File: src/pal_pkg.sv
// shared types and constants for the positional array list
`timescale 1ns / 1ps

package pal_pkg;

  localparam int CAPACITY  = 8;
  localparam int DATA_W    = 32;
  localparam int POS_W     = 4;
  localparam int CNT_OUT_W = 4;
  localparam int CNT_W     = $clog2(CAPACITY + 1);
  localparam int IDX_W     = $clog2(CAPACITY);
  localparam int CMP_W     = (POS_W > CNT_W) ? POS_W : CNT_W;

  typedef enum logic [1:0] {
    KIND_INSERT = 2'd0,
    KIND_DELETE = 2'd1,
    KIND_READ   = 2'd2
  } kind_e;

  typedef enum logic [1:0] {
    ST_OK    = 2'd0,
    ST_FULL  = 2'd1,
    ST_EMPTY = 2'd2,
    ST_RANGE = 2'd3
  } status_e;

  // one read and one write port into the slot file
  typedef struct packed {
    logic              we;
    logic [IDX_W-1:0]  waddr;
    logic [DATA_W-1:0] wdata;
    logic [IDX_W-1:0]  raddr;
  } store_req_t;

  // finished result handed to the output stage
  typedef struct packed {
    logic              valid;
    status_e           status;
    logic [DATA_W-1:0] rv;
    logic [CNT_W-1:0]  count;
  } result_t;

endpackage

File: src/pal_store.sv
// slot file of the list: one combinational read port, one write port
`timescale 1ns / 1ps

module pal_store (
  input  logic                              clk_i,
  input  logic                              rst_ni,
  input  pal_pkg::store_req_t               req_i,
  output logic [pal_pkg::DATA_W-1:0]        rd_data_o
);

  logic [pal_pkg::DATA_W-1:0] entries_q [pal_pkg::CAPACITY];

  always_ff @(posedge clk_i or negedge rst_ni) begin
    if (!rst_ni) begin
      for (int i = 0; i < pal_pkg::CAPACITY; i++) begin
        entries_q[i] <= '0;
      end
    end else if (req_i.we) begin
      entries_q[req_i.waddr] <= req_i.wdata;
    end
  end

  assign rd_data_o = entries_q[req_i.raddr];

endmodule

File: src/pal_seq.sv
// request sequencer: checks, then moves one slot per cycle; the last write waits until the result can be taken
`timescale 1ns / 1ps

module pal_seq (
  input  logic                              clk_i,
  input  logic                              rst_ni,
  input  logic                              in_valid_i,
  output logic                              in_stall_o,
  input  logic [1:0]                        kind_i,
  input  logic [pal_pkg::POS_W-1:0]         position_i,
  input  logic [pal_pkg::DATA_W-1:0]        value_i,
  input  logic                              res_free_i,
  input  logic [pal_pkg::DATA_W-1:0]        rd_data_i,
  output pal_pkg::store_req_t               req_o,
  output pal_pkg::result_t                  res_o
);

  typedef enum logic [1:0] {
    S_IDLE,
    S_SHIFT_UP,
    S_SHIFT_DN
  } state_e;

  state_e                          state_q, state_d;
  logic [pal_pkg::IDX_W-1:0]       pos_q, pos_d;
  logic [pal_pkg::IDX_W-1:0]       cursor_q, cursor_d;
  logic [pal_pkg::CNT_W-1:0]       count_q, count_d;
  logic [pal_pkg::DATA_W-1:0]      val_q, val_d;
  logic [pal_pkg::DATA_W-1:0]      rv_q, rv_d;

  pal_pkg::kind_e                  kind;
  logic                            accept;
  logic [pal_pkg::CMP_W-1:0]       pos_ext, cnt_ext;
  logic [pal_pkg::CNT_W-1:0]       cursor_next;
  logic                            last_step;

  assign kind        = pal_pkg::kind_e'(kind_i);
  assign pos_ext     = pal_pkg::CMP_W'(position_i);
  assign cnt_ext     = pal_pkg::CMP_W'(count_q);
  assign cursor_next = pal_pkg::CNT_W'(cursor_q) + pal_pkg::CNT_W'(1);
  assign last_step   = (cursor_next == count_q);

  assign in_stall_o = (state_q != S_IDLE) || !res_free_i;
  assign accept     = in_valid_i && !in_stall_o;

  always_comb begin
    state_d   = state_q;
    pos_d     = pos_q;
    cursor_d  = cursor_q;
    count_d   = count_q;
    val_d     = val_q;
    rv_d      = rv_q;
    req_o     = '0;
    res_o     = '0;
    res_o.status = pal_pkg::ST_OK;
    res_o.count  = count_q;

    case (state_q)
      S_IDLE: begin
        req_o.raddr = pal_pkg::IDX_W'(position_i);
        if (accept) begin
          pos_d = pal_pkg::IDX_W'(position_i);
          val_d = value_i;
          case (kind)
            pal_pkg::KIND_INSERT: begin
              if (count_q == pal_pkg::CNT_W'(pal_pkg::CAPACITY)) begin
                res_o.valid  = 1'b1;
                res_o.status = pal_pkg::ST_FULL;
              end else if (pos_ext > cnt_ext) begin
                res_o.valid  = 1'b1;
                res_o.status = pal_pkg::ST_RANGE;
              end else begin
                cursor_d = pal_pkg::IDX_W'(count_q);
                state_d  = S_SHIFT_UP;
              end
            end
            pal_pkg::KIND_DELETE, pal_pkg::KIND_READ: begin
              if (count_q == '0) begin
                res_o.valid  = 1'b1;
                res_o.status = pal_pkg::ST_EMPTY;
              end else if (pos_ext >= cnt_ext) begin
                res_o.valid  = 1'b1;
                res_o.status = pal_pkg::ST_RANGE;
              end else if (kind == pal_pkg::KIND_READ) begin
                res_o.valid = 1'b1;
                res_o.rv    = rd_data_i;
              end else begin
                rv_d     = rd_data_i;
                cursor_d = pal_pkg::IDX_W'(position_i);
                state_d  = S_SHIFT_DN;
              end
            end
            default: begin
              res_o.valid  = 1'b1;
              res_o.status = pal_pkg::ST_RANGE;
            end
          endcase
        end
      end

      S_SHIFT_UP: begin
        // walk down from the top, copying each slot one place up
        req_o.raddr = cursor_q - pal_pkg::IDX_W'(1);
        if (cursor_q != pos_q) begin
          req_o.we    = 1'b1;
          req_o.waddr = cursor_q;
          req_o.wdata = rd_data_i;
          cursor_d    = cursor_q - pal_pkg::IDX_W'(1);
        end else if (res_free_i) begin
          req_o.we    = 1'b1;
          req_o.waddr = pos_q;
          req_o.wdata = val_q;
          count_d     = count_q + pal_pkg::CNT_W'(1);
          res_o.valid = 1'b1;
          res_o.count = count_d;
          state_d     = S_IDLE;
        end
      end

      S_SHIFT_DN: begin
        // walk up from the hole, pulling each slot one place down
        req_o.raddr = pal_pkg::IDX_W'(cursor_next);
        if (!last_step) begin
          req_o.we    = 1'b1;
          req_o.waddr = cursor_q;
          req_o.wdata = rd_data_i;
          cursor_d    = pal_pkg::IDX_W'(cursor_next);
        end else if (res_free_i) begin
          req_o.we    = 1'b1;
          req_o.waddr = cursor_q;
          req_o.wdata = '0;
          count_d     = count_q - pal_pkg::CNT_W'(1);
          res_o.valid = 1'b1;
          res_o.rv    = rv_q;
          res_o.count = count_d;
          state_d     = S_IDLE;
        end
      end

      default: begin
        state_d = S_IDLE;
      end
    endcase
  end

  always_ff @(posedge clk_i or negedge rst_ni) begin
    if (!rst_ni) begin
      state_q  <= S_IDLE;
      count_q  <= '0;
      cursor_q <= '0;
      pos_q    <= '0;
    end else begin
      state_q  <= state_d;
      count_q  <= count_d;
      cursor_q <= cursor_d;
      pos_q    <= pos_d;
    end
  end

  always_ff @(posedge clk_i) begin
    val_q <= val_d;
    rv_q  <= rv_d;
  end

endmodule

File: src/positional_array_list_core.sv
// top level of the positional array list: sequencer, slot file, output stage
//
//   channel  | handshake                 | payload
//   ---------+---------------------------+--------------------------------
//   request  | in_valid_i / in_stall_o   | kind_i, position_i, value_i
//   result   | out_valid_o / out_stall_i | status_o, read_value_o, count_o
//
// a read, or any request that fails its checks, is answered from the idle state
// an insert at position p moves the slots from p upward up one place, then
// writes the value at p; a delete moves the slots above p down one place and
// clears the top one; one slot moved per cycle via the read and write ports
// reset (async, active low) empties the list and clears every slot to zero
// a result beat waits in the output register while out_stall_i is high; the
// next request is taken as soon as that register is free or being emptied
`timescale 1ns / 1ps

module positional_array_list_core (
  input  logic                              clk_i,
  input  logic                              rst_ni,
  input  logic                              in_valid_i,
  output logic                              in_stall_o,
  input  logic [1:0]                        kind_i,
  input  logic [pal_pkg::POS_W-1:0]         position_i,
  input  logic signed [pal_pkg::DATA_W-1:0] value_i,
  output logic                              out_valid_o,
  input  logic                              out_stall_i,
  output logic [1:0]                        status_o,
  output logic signed [pal_pkg::DATA_W-1:0] read_value_o,
  output logic [pal_pkg::CNT_OUT_W-1:0]     count_o
);

  pal_pkg::store_req_t           req;
  pal_pkg::result_t              res;
  logic [pal_pkg::DATA_W-1:0]    rd_data;
  logic                          res_free;

  logic                          out_valid_q;
  logic [1:0]                    status_q;
  logic [pal_pkg::DATA_W-1:0]    rv_q;
  logic [pal_pkg::CNT_OUT_W-1:0] count_q;

  // output register can take a beat when empty or when its beat leaves now
  assign res_free = !out_valid_q || !out_stall_i;

  pal_seq u_seq (
    .clk_i      (clk_i),
    .rst_ni     (rst_ni),
    .in_valid_i (in_valid_i),
    .in_stall_o (in_stall_o),
    .kind_i     (kind_i),
    .position_i (position_i),
    .value_i    (value_i),
    .res_free_i (res_free),
    .rd_data_i  (rd_data),
    .req_o      (req),
    .res_o      (res)
  );

  pal_store u_store (
    .clk_i     (clk_i),
    .rst_ni    (rst_ni),
    .req_i     (req),
    .rd_data_o (rd_data)
  );

  // result beat holding register
  always_ff @(posedge clk_i or negedge rst_ni) begin
    if (!rst_ni) begin
      out_valid_q <= 1'b0;
    end else if (res.valid) begin
      out_valid_q <= 1'b1;
    end else if (!out_stall_i) begin
      out_valid_q <= 1'b0;
    end
  end

  // payload only moves when a new beat is loaded
  always_ff @(posedge clk_i) begin
    if (res.valid) begin
      status_q <= res.status;
      rv_q     <= res.rv;
      count_q  <= pal_pkg::CNT_OUT_W'(res.count);
    end
  end

  assign out_valid_o  = out_valid_q;
  assign status_o     = status_q;
  assign read_value_o = rv_q;
  assign count_o      = count_q;

endmodule
File: config.mk
export PLATFORM = sky130hd
export DESIGN_NAME = positional_array_list_core
export DESIGN_NICKNAME = d
export VERILOG_FILES = /design/src/pal_pkg.sv /design/src/pal_store.sv /design/src/pal_seq.sv /design/src/positional_array_list_core.sv
export SDC_FILE = /design/constraint.sdc
export NUM_CORES = 1
export LEC_CHECK = 0
export ABC_AREA = 0
export CORE_UTILIZATION = 58
export CTS_CLUSTER_DIAMETER = 60
export DETAILED_ROUTE_END_ITERATION = 10
export DONT_BUFFER_PORTS = 1
export HOLD_SLACK_MARGIN = 0.15
export PLACE_DENSITY = 0.76
export SLEW_MARGIN = 30
export SYNTH_ARGS = -nofsm -noshare
export SYNTH_HDL_FRONTEND = slang
export SYNTH_SLANG_ARGS = --single-unit
File: constraint.sdc
create_clock -name clk_i -period 4.7 [get_ports clk_i]
set_clock_uncertainty 0.05 [all_clocks]
set_input_delay 0.47 -clock clk_i [delete_from_list [all_inputs] [get_ports clk_i]]
set_output_delay 0.47 -clock clk_i [all_outputs]
set_load 0.02 [all_outputs]
### Yosys cells after proc, flatten, opt, wreduce, memory -nomap -nowiden

Index checks and enable logic that the tools add are counted.

* bits of input ports: 42
* output and inout bits: 40
* bits in registers: 371
* logic and storage cells: 132

* add/subtract/negate cells: 4
* reductions and logical operators: 20
* equal/unequal tests: 20
* bitwise gates (word level): 5
* magnitude comparators: 5
* multiplexer cells: 60

Operators with widths (number)
* 256-bit bitwise mux: 1
* 32-bit two-way mux: 7
* 36-bit two-way mux: 6
* 32-bit binary-select mux with 3-bit select: 1
* 32-bit demux with 3-bit select: 1
* 36-bit one-hot mux with 2 select lines: 1
* 32-bit one-hot mux with 2 select lines: 1
* 35-bit two-way mux: 1
* 3-bit two-way mux: 11
* 2-bit two-way mux: 10
* 3-bit != test (second input constant): 6
* 3-bit one-hot mux with 3 select lines: 2
* 4-bit two-way mux: 4
* 4-bit one-hot mux with 2 select lines: 2
* 3-bit one-hot mux with 2 select lines: 2
* 2-bit by 1-bit != test with 1-bit output (second input constant): 5
* 10-bit AND reduction: 1
* 9-bit AND reduction: 1
* 4-bit greater-or-equal comparator (second input constant): 2
* 3-bit NOT with 4-bit output: 2
* 1-bit two-way mux: 7
* 2-bit one-hot mux with 3 select lines: 1
* 6-bit AND reduction: 1
* 3-bit by 1-bit adder with 4-bit output (second input constant): 1
* other kinds (25): 37

### Depth between registers and ports, before layout

Gate-level depths: netlist (run 1).

* word-level depth: 14
* mapped depth: 13
* mapped depth without buffers: 9

### By module

A second synthesis (run 1) with hierarchy kept.

* cells, all modules: 1072
* area, all modules: 17005.1 um^2

Modules (own cells, without submodules)
* pal_store: area each 11639.9 um^2, times used 1, seq. area each 6406.1 um^2, cells an instance 665
* pal_seq: area each 4187.8 um^2, times used 1, seq. area each 2222.1 um^2, cells an instance 366
* positional_array_list_core: area each 1177.4 um^2, times used 1, seq. area each 1166.1 um^2, cells an instance 41

### Worst setup path after synthesis (run 1)

No wires, ideal clock.

* path kind: register to register
* from: reg u_seq.state_q[0]
* to: reg count_q, in the netlist count_o[0] (enable)
* library setup time: 0.446 ns
* stages on the path, launching flop included: 8
* setup slack: 0.076 ns
* period minus slack after synthesis: 4.624 ns
* buffers on the path: 1
* data arrival time: 4.128 ns
* path through: dfrtp_1 > inv_1 > ha_1 > clkbuf_1 > nand3_1 > inv_1 > o21ai_0 > a21oi_1

RTL lines
* from (decl): line pal_seq.sv:24 `state_e state_q, state_d;`
* from (signal assigned): line pal_seq.sv:153 `state_q <= state_d;`
* to (signal assigned): line positional_array_list_core.sv:82 `count_q <= pal_pkg::CNT_OUT_W'(res.count);`
* to (decl): line positional_array_list_core.sv:40 `logic [pal_pkg::CNT_OUT_W-1:0] count_q;`

### Worst setup path in the final report (run 1)

* from: reg u_seq.cursor_q[0] (netlist name)
* to: reg u_store.entries_q[105] (netlist name)

* word-level cells in the longest chain between the ends: 10
* elaborated cells on any way between the ends: 20
* those cells by class: add/sub: 2; order compare: 2; eq/ne: 2; mux: 11; bitwise: 2; reduce/logical: 1

RTL lines
* from (decl): line pal_seq.sv:26 `logic [pal_pkg::IDX_W-1:0] cursor_q, cursor_d;`
* from (signal assigned): line pal_seq.sv:155 `cursor_q <= cursor_d;`
* 3-bit by 1-bit adder with 4-bit output: line pal_seq.sv:40 `assign cursor_next = pal_pkg::CNT_W'(cursor_q) + pal_pkg::CNT_W'(1);`
* 4-bit == test: line pal_seq.sv:41 `assign last_step = (cursor_next == count_q);`
* 36-bit two-way mux: line pal_seq.sv:123 `if (!last_step) begin`
* 36-bit one-hot mux with 2 select lines (*): line pal_seq.sv:58 `case (state_q)`
* 3-bit NOT with 4-bit output (implied by the code): line pal_store.sv:19 `entries_q[req_i.waddr] <= req_i.wdata;`
* 4-bit greater-or-equal comparator (implied by the code) or 4-bit by 1-bit less-than comparator with 1-bit output (tied branches): line pal_store.sv:19
* 1-bit logical AND (implied by the code): line pal_store.sv:19
* 32-bit two-way mux (implied by the code): line pal_store.sv:19
* 32-bit demux with 3-bit select: line pal_store.sv:19
* 256-bit bitwise mux: line pal_store.sv:19
* to (signal, indexed assignment): line pal_store.sv:19
* to (decl): line pal_store.sv:11 `logic [pal_pkg::DATA_W-1:0] entries_q [pal_pkg::CAPACITY];`

Every way passes the cells marked *; elsewhere a longest branch is shown, timed or not. The select of a mux whose other input is x is not followed.
A chain may end at the register's enable or synchronous reset.

==> flow_summary.json, run 1 <==
{
  "p_comb_frac": 0.485,
  "nNetsFinal": 1746,
  "switchingPower_mw": 7.618,
  "arrival_ps": 4350,
  "port_buffers": 0,
  "timing.hold.ws_ps": -409.6,
  "wl_per_cell_um": 25.07,
  "r2r_setup_slack_ps": 720,
  "synthesis.area_mm2": 0.01853,
  "setup_violations": 0,
  "synth_warnings": 0,
  "grt_max_degree": 270,
  "ys.flop_type": "dfrtp_1",
  "grt_first_pass_wirelength_mm": 82.96,
  "power.density_mw_per_mm2": 820.9,
  "crit_path_start_kind": "flop",
  "max_freq_mhz": 251.4,
  "yosys.area.top_type_share": 0.3633,
  "antenna_left": 0,
  "fin_tns_setup_ps": 0,
  "dpl.hpwl_mm": 30.41,
  "clk_latency_ps": 550,
  "path_class": "reg2reg",
  "report.final.slew_viol_count": 0,
  "swShare": 0.4485,
  "drt_first_pass_iters": 5,
  "antenna_cells": 0,
  "grt.overflow.total": 0,
  "cts_buffers": 41,
  "root_buffer": "clkbuf_16",
  "groute.usage.overall": 0.3270,
  "cts_tree": "built",
  "yosys-top-cells-area": "dfrtp_1, edfxtp_1, mux2_2, a21oi_1, o21ai_0",
  "die_h_um": 180.7,
  "timing.final.crit_share": 0.8463,
  "pin_count": 82,
  "rows": 65,
  "post-place-cells": 2012,
  "dr.first_iter.drc_count": 1852,
  "cts.clk_slew.worst_paths_ps": 60,
  "hold_viol": 269,
  "synth_seq_cells": 371,
  "finalWeightedCongestion": 0.9071,
  "run_status": "finished, violations left",
  "htree_num_levels": 2,
  "synth_edf_count": 102,
  "slew-limit-headroom": 0.3739,
  "max_cap_viol_count": 0,
  "holdCritPathClass": "in2async",
  "rr_startpoint": "u_seq.cursor_q[0]$_DFFE_PN0P_",
  "required_ps": 5070,
  "cts.path.max_buffers": 3,
  "synth-async-reset-ratio": 0.7251,
  "wirelength_mm": 53.21,
  "vdd_drop_max_mv": 0.3931,
  "seq_power_share": 0.326,
  "cts.sinks": 371,
  "seq_area_frac_synth": 0.5286,
  "cts_setup_buffers": 0,
  "synth_cell_type_count": 62,
  "dieArea_mm2": 0.03267,
  "rsz0062_at_grt": "false",
  "p_int_mw": 9.368,
  "cts-resized-gates": 0,
  "fin_crit_ps": 3977,
  "p_leak_nw": 8.141,
  "drive_above_1_share": 0.1883,
  "ctsHoldBuffers": 35,
  "via_count": 14870,
  "die_w_um": 180.7,
  "rr_worst_depth": 11,
  "layout.cells.non_filler": 2123,
  "antenna_found_initial": 0,
  "critPathMaxFanout": 23,
  "drc": 0,
  "via_per_inst": 7.003,
  "timing.rr.end": "u_store.entries_q[105]$_DFFE_PN0P_",
  "grt_pass1_vias": 14820,
  "worst_pin_slew_ps": 933.3,
  "coreArea_mm2": 0.03147,
  "end_kind": "flop",
  "synthesis.nets": 1774,
  "yosysMostFrequentCell": "dfrtp_1",
  "syn_area_per_cell_um2": 10.80,
  "clkPwrFrac": 0.190,
  "area_growth_pct": 11.68,
  "syn_inst": 1716,
  "ys_top_cells_by_count": "dfrtp_1, mux2_2, a21oi_1",
  "yosysTopAreaCell": "dfrtp_1",
  "start_util": 0.5887,
  "violations": "hold timing"
}
-- power by group through the flow --
stage          logic, mW  registers, mW  clock network [mW]
2_1_floorplan       5.37           5.29                   0
3_3_place_gp        7.66           5.48                   0
3_5_place_dp        7.89           5.54                   0
4_1_cts             7.95           5.50                3.25
5_1_grt             8.79           5.64                3.37
6_report            8.23           5.54                3.22
-- cell families after synthesis --
kind of cell | after synthesis | synth area share
xor gates and xnor gates | 10 | 0.004727
DFF | 371 | 0.5286
AOI/OAI and AO/OA | 549 | 0.1852
and+or+nand+nor | 348 | 0.09839
muxes | 208 | 0.1262
adders and majority gates | 16 | 0.01080
buffers and inverters | 214 | 0.04612
-- cells in the final DEF, fill, tap and decap left out, types with 48 or more instances in the layout --
cell type    n
nand2_1     92
edfxtp_1   102
nand3_1     72
mux2_2     174
a31oi_1     58
nand4_1     68
a21oi_1    160
buf_4       53
dfrtp_1    269
o21ai_0    149
inv_1       48
-- layer usage --
metal  wire length [um]  vias to the layer above  track usage
met5                  0                        -            0
met4               1832                        0       0.1354
met3               5429                      167      0.06571
met2              24680                      858       0.5157
met1              21270                     7433       0.4439
li1                   -                     6409            -
-- how the worst max path moves through the flow --
| stage | start | to | slack [ps] |
|---|---|---|---|
| 6_report | u_seq.cursor_q[0]$_DFFE_PN0P_ | u_store.entries_q[105]$_DFFE_PN0P_ | 720 |
| 5_1_grt | u_seq.state_q[1]$_DFFE_PN0P_ | u_store.entries_q[197]$_DFFE_PN0P_ | 550 |
| 2_1_floorplan | u_seq.state_q[0]$_DFFE_PN0P_ | count_o[0]$_DFFE_PP_ | 80 |
| 4_1_cts | u_seq.cursor_q[0]$_DFFE_PN0P_ | u_store.entries_q[102]$_DFFE_PN0P_ | 820 |
| 3_3_place_gp | u_seq.state_q[0]$_DFFE_PN0P_ | u_store.entries_q[197]$_DFFE_PN0P_ | 870 |
| 3_5_place_dp | u_seq.state_q[0]$_DFFE_PN0P_ | u_store.entries_q[201]$_DFFE_PN0P_ | 830 |
-- critical path, cell delays in order (launching register included) --
cell,delay [ps]
dfrtp_1,540
inv_1,160
ha_1,420
xor2_1,200
a211o_1,330
a221oi_4,360
buf_4,360
buf_4,360
o22ai_1,140
nand3_1,150
buf_4,370
mux2_2,380
-- sequential cells by signal, summed over array words and instances (netlist names) --
register / cells
status_o: 2
count_o: 4
read_value_o: 32
u_seq.state_q: 2
u_seq.cnt_ext: 4
u_seq.val_q: 32
u_store.entries_q: 256
u_seq.rv_q: 32
u_seq.cursor_q: 3
out_valid_o: 1
u_seq.pos_q: 3
-- through the flow --
stage                       util  total power [mW]  area (um^2)  setup WS (ps)  hold slack, ps
after global routing      0.6574             17.79        20690          546.9          -429.4
after detailed placement  0.6028             13.43        18970          826.5           142.0
final                     0.6574             16.99        20690          722.6          -409.6
after floorplan                -             10.66        18530          76.17           124.4
after global placement    0.6028             13.14        18970          865.4           147.2
after CTS                 0.6574             16.70        20690          818.0          -430.1
-- cell type report --
cell class | instances | area (um^2)
Fill cell | 2338 | 10780
Sequential cell | 371 | 9794
Multi-Input combinational cell | 1131 | 7993
Clock inverter | 14 | 132.6
Clock buffer | 62 | 1234
Timing Repair Buffer | 93 | 848.3
Tap cell | 402 | 503.0
Inverter | 50 | 187.7
Note: power is estimated with default switching activity, not from simulation.
==> run 2, diff against run 1 <==
--- a/config.mk
+++ b/config.mk
@@ -5,8 +5,8 @@
 export SDC_FILE = /design/constraint.sdc
 export NUM_CORES = 1
 export LEC_CHECK = 0
-export ABC_AREA = 0
-export CORE_UTILIZATION = 58
+export ABC_AREA = 1
+export CORE_UTILIZATION = 60
 export CTS_CLUSTER_DIAMETER = 60
 export DETAILED_ROUTE_END_ITERATION = 10
 export DONT_BUFFER_PORTS = 1
==> constraint.sdc (replaced) <==
create_clock -name clk_i -period 3.8 [get_ports clk_i]
set_clock_uncertainty 0.05 [all_clocks]
set_input_delay 0.38 -clock clk_i [delete_from_list [all_inputs] [get_ports clk_i]]
set_output_delay 0.38 -clock clk_i [all_outputs]
set_load 0.02 [all_outputs]
==> run 2 against run 1 <==
  * The run still ends with hold timing left
  * Combinational power is 14% lower
  * Critical path depth grew 2
  * Setup slack worse by 130 ps
  * Fmax increased by 24%
  * Design area fell by 3.3%
  * Flip-flop and latch count is the same
  * Register-to-register slack got worse by 130 ps
  * Critical path type unchanged
  * Largest power group unchanged
  * Highest routed layer unchanged
==> flow_summary.json, run 2 <==
{
  "grt.overflow.total": 0,
  "synth_edf_count": 102,
  "worst_pin_slew_ps": 941.6,
  "max_freq_mhz": 311.4,
  "end_kind": "flop",
  "max_cap_viol_count": 0,
  "nNetsFinal": 2283,
  "power.density_mw_per_mm2": 845.1,
  "yosys.area.top_type_share": 0.3738,
  "via_count": 15670,
  "cts.path.max_buffers": 3,
  "yosysTopAreaCell": "dfrtp_1",
  "required_ps": 4210,
  "area_growth_pct": 11.12,
  "synth_seq_cells": 371,
  "grt_first_pass_wirelength_mm": 81.04,
  "die_h_um": 175.3,
  "seq_power_share": 0.359,
  "antenna_left": 0,
  "ys.flop_type": "dfrtp_1",
  "r2r_setup_slack_ps": 590,
  "slew-limit-headroom": 0.3723,
  "final_common_cell": "nand2_1",
  "groute.usage.overall": 0.3373,
  "path_class": "reg2reg",
  "htree_num_levels": 2,
  "coreArea_mm2": 0.02956,
  "switchingPower_mw": 7.372,
  "pin_count": 82,
  "clk_latency_ps": 530,
  "antenna_cells": 0,
  "largest_reg_flops": 256,
  "start_util": 0.6093,
  "port_buffers": 0,
  "grt_max_degree": 270,
  "rows": 63,
  "yosysMostFrequentCell": "nand2_1",
  "setup_violations": 0,
  "synth_cell_type_count": 33,
  "cts_setup_buffers": 0,
  "vdd_drop_max_mv": 0.6222,
  "seq_area_frac_synth": 0.5438,
  "rsz0062_at_grt": "false",
  "synth_warnings": 0,
  "via_per_inst": 5.922,
  "p_int_mw": 9.540,
  "holdCritPathClass": "in2async",
  "violations": "hold timing",
  "timing.final.crit_share": 0.8452,
  "drt_first_pass_iters": 5,
  "rr_startpoint": "u_seq.state_q[0]$_DFFE_PN0P_",
  "drive_above_1_share": 0.07583,
  "dr.first_iter.drc_count": 2052,
  "synthesis.area_mm2": 0.01801,
  "dieArea_mm2": 0.03071,
  "crit_path_start_kind": "flop",
  "arrival_ps": 3620,
  "dpl.hpwl_mm": 28.98,
  "p_comb_frac": 0.417,
  "crit_start": "u_seq.state_q[0]$_DFFE_PN0P_",
  "finalWeightedCongestion": 0.8938,
  "yosys-top-cells-area": "dfrtp_1, nand2_1, edfxtp_1, nand3_1, buf_2",
  "final_core_util": 0.6770,
  "root_buffer": "clkbuf_16",
  "drc": 0,
  "die_w_um": 175.3,
  "synthesis.nets": 2298,
  "final_cell_mix": "nand2_1, nand3_1, dfrtp_1",
  "critPathMaxFanout": 17,
  "antenna_found_initial": 0,
  "swShare": 0.4359,
  "hold_viol": 269,
  "timing.hold.ws_ps": -484.4,
  "wirelength_mm": 50.70,
  "largest_register": "u_store.entries_q",
  "report.final.slew_viol_count": 0,
  "ctsHoldBuffers": 35,
  "cts.clk_slew.worst_paths_ps": 60,
  "fin_crit_ps": 3212,
  "fin_tns_setup_ps": 0,
  "clkPwrFrac": 0.224,
  "cts_buffers": 40,
  "cts.sinks": 371,
  "wl_per_cell_um": 19.17,
  "cts-resized-gates": 0,
  "syn_inst": 2240,
  "p_leak_nw": 9.454,
  "synth-async-reset-ratio": 0.7251,
  "cts_tree": "built",
  "run_status": "finished, violations left",
  "ys_top_cells_by_count": "nand2_1, nand3_1, dfrtp_1",
  "grt_pass1_vias": 15180,
  "syn_area_per_cell_um2": 8.040
}
run 2: cell count changes after synthesis, moves of 35 or more:
| cell | change |
|---|---|
| o21ai_1 | +37 |
| buf_2 | +75 |
| a21oi_1 | -156 |
| nor2b_1 | -35 |
| a31oi_1 | -53 |
| nand3_1 | +279 |
| clkbuf_1 | -106 |
| o21ai_0 | -65 |
| and2_1 | -37 |
| mux2_2 | -175 |
| nand4_1 | -67 |
| nand2_1 | +970 |
| o211ai_1 | -37 |
run 2: path summary, 6_finish.rpt:
kind	end	depth (start not counted)
max in group asynchronous	u_store.entries_q[91]$_DFFE_PN0P_	0
worst max register to register	u_store.entries_q[52]$_DFFE_PN0P_	13
worst min register to register	u_store.entries_q[231]$_DFFE_PN0P_	2
min in group clk_i	u_seq.pos_q[0]$_DFFE_PN0P_	2
worst max-delay path	u_store.entries_q[52]$_DFFE_PN0P_	13
worst min-delay path	u_store.entries_q[207]$_DFFE_PN0P_	0
run 2: power by group through the flow:
stage / Sequential [mW] / Combinational [mW] / Clock [mW]
after floorplan: 5.93 / 4.86 / 0
after global placement: 6.08 / 6.73 / 0
after detailed placement: 6.10 / 6.84 / 0
after CTS: 6.05 / 6.92 / 3.81
after global routing: 6.16 / 7.68 / 3.96
final: 6.06 / 7.06 / 3.79
run 2: final cells by class:
class	count	area, um^2
clock inverters	14	123.9
fillers	2380	9547
repair buffers	82	865.8
clock buffers	58	1150
multi-input cells	1656	7311
well taps	390	488.0
flip-flops and latches	371	9794
inverters	74	280.3
run 2: routing by layer:
layer / up-vias / share of wire / GRT usage
li1: 7217 / - / -
met2: 855 / 0.47 / 0.5460
met5: - / 0 / 0
met1: 7468 / 0.41 / 0.4588
met4: 0 / 0.033 / 0.1380
met3: 125 / 0.092 / 0.05022
run 2: per-stage QoR:
step / hold WS [ps] / area, um^2 / total power [mW] / worst slack, ps / cells
floorplan: 34.41 / 18010 / 10.79 / 248.8 / 2240
global placement: 45.64 / 18390 / 12.81 / 778.8 / 2538
detailed placement: 46.91 / 18390 / 12.94 / 681.0 / 2538
CTS: -498.3 / 20010 / 16.78 / 662.2 / 2645
global route: -497.6 / 20010 / 17.81 / 335.2 / 2645
finish: -484.4 / 20010 / 16.91 / 588.2 / 2645
run 2: logic make-up (layout without fill, tap and decap cells):
kind of cell | after synthesis | count (layout) | synth area share
adders and majority gates | 16 | 16 | 0.01112
and+or+nand+nor | 1458 | 1458 | 0.3310
xor gates and xnor gates | 5 | 5 | 0.002849
DFF | 371 | 371 | 0.5438
buffers and inverters | 213 | 228 | 0.05280
AOI/OAI and AO/OA | 177 | 177 | 0.05843
run 2: critical path, stage by stage (launching register included):
cell and delay, ps:
dfrtp_1 410, inv_1 90, ha_1 480, clkinv_1 390
nor2_1 260, a21oi_1 70, nand2_1 100, nand3_2 140
inv_1 140, nand2_1 120, nor2_4 470, buf_12 250
nand2_1 70, nand2_1 70
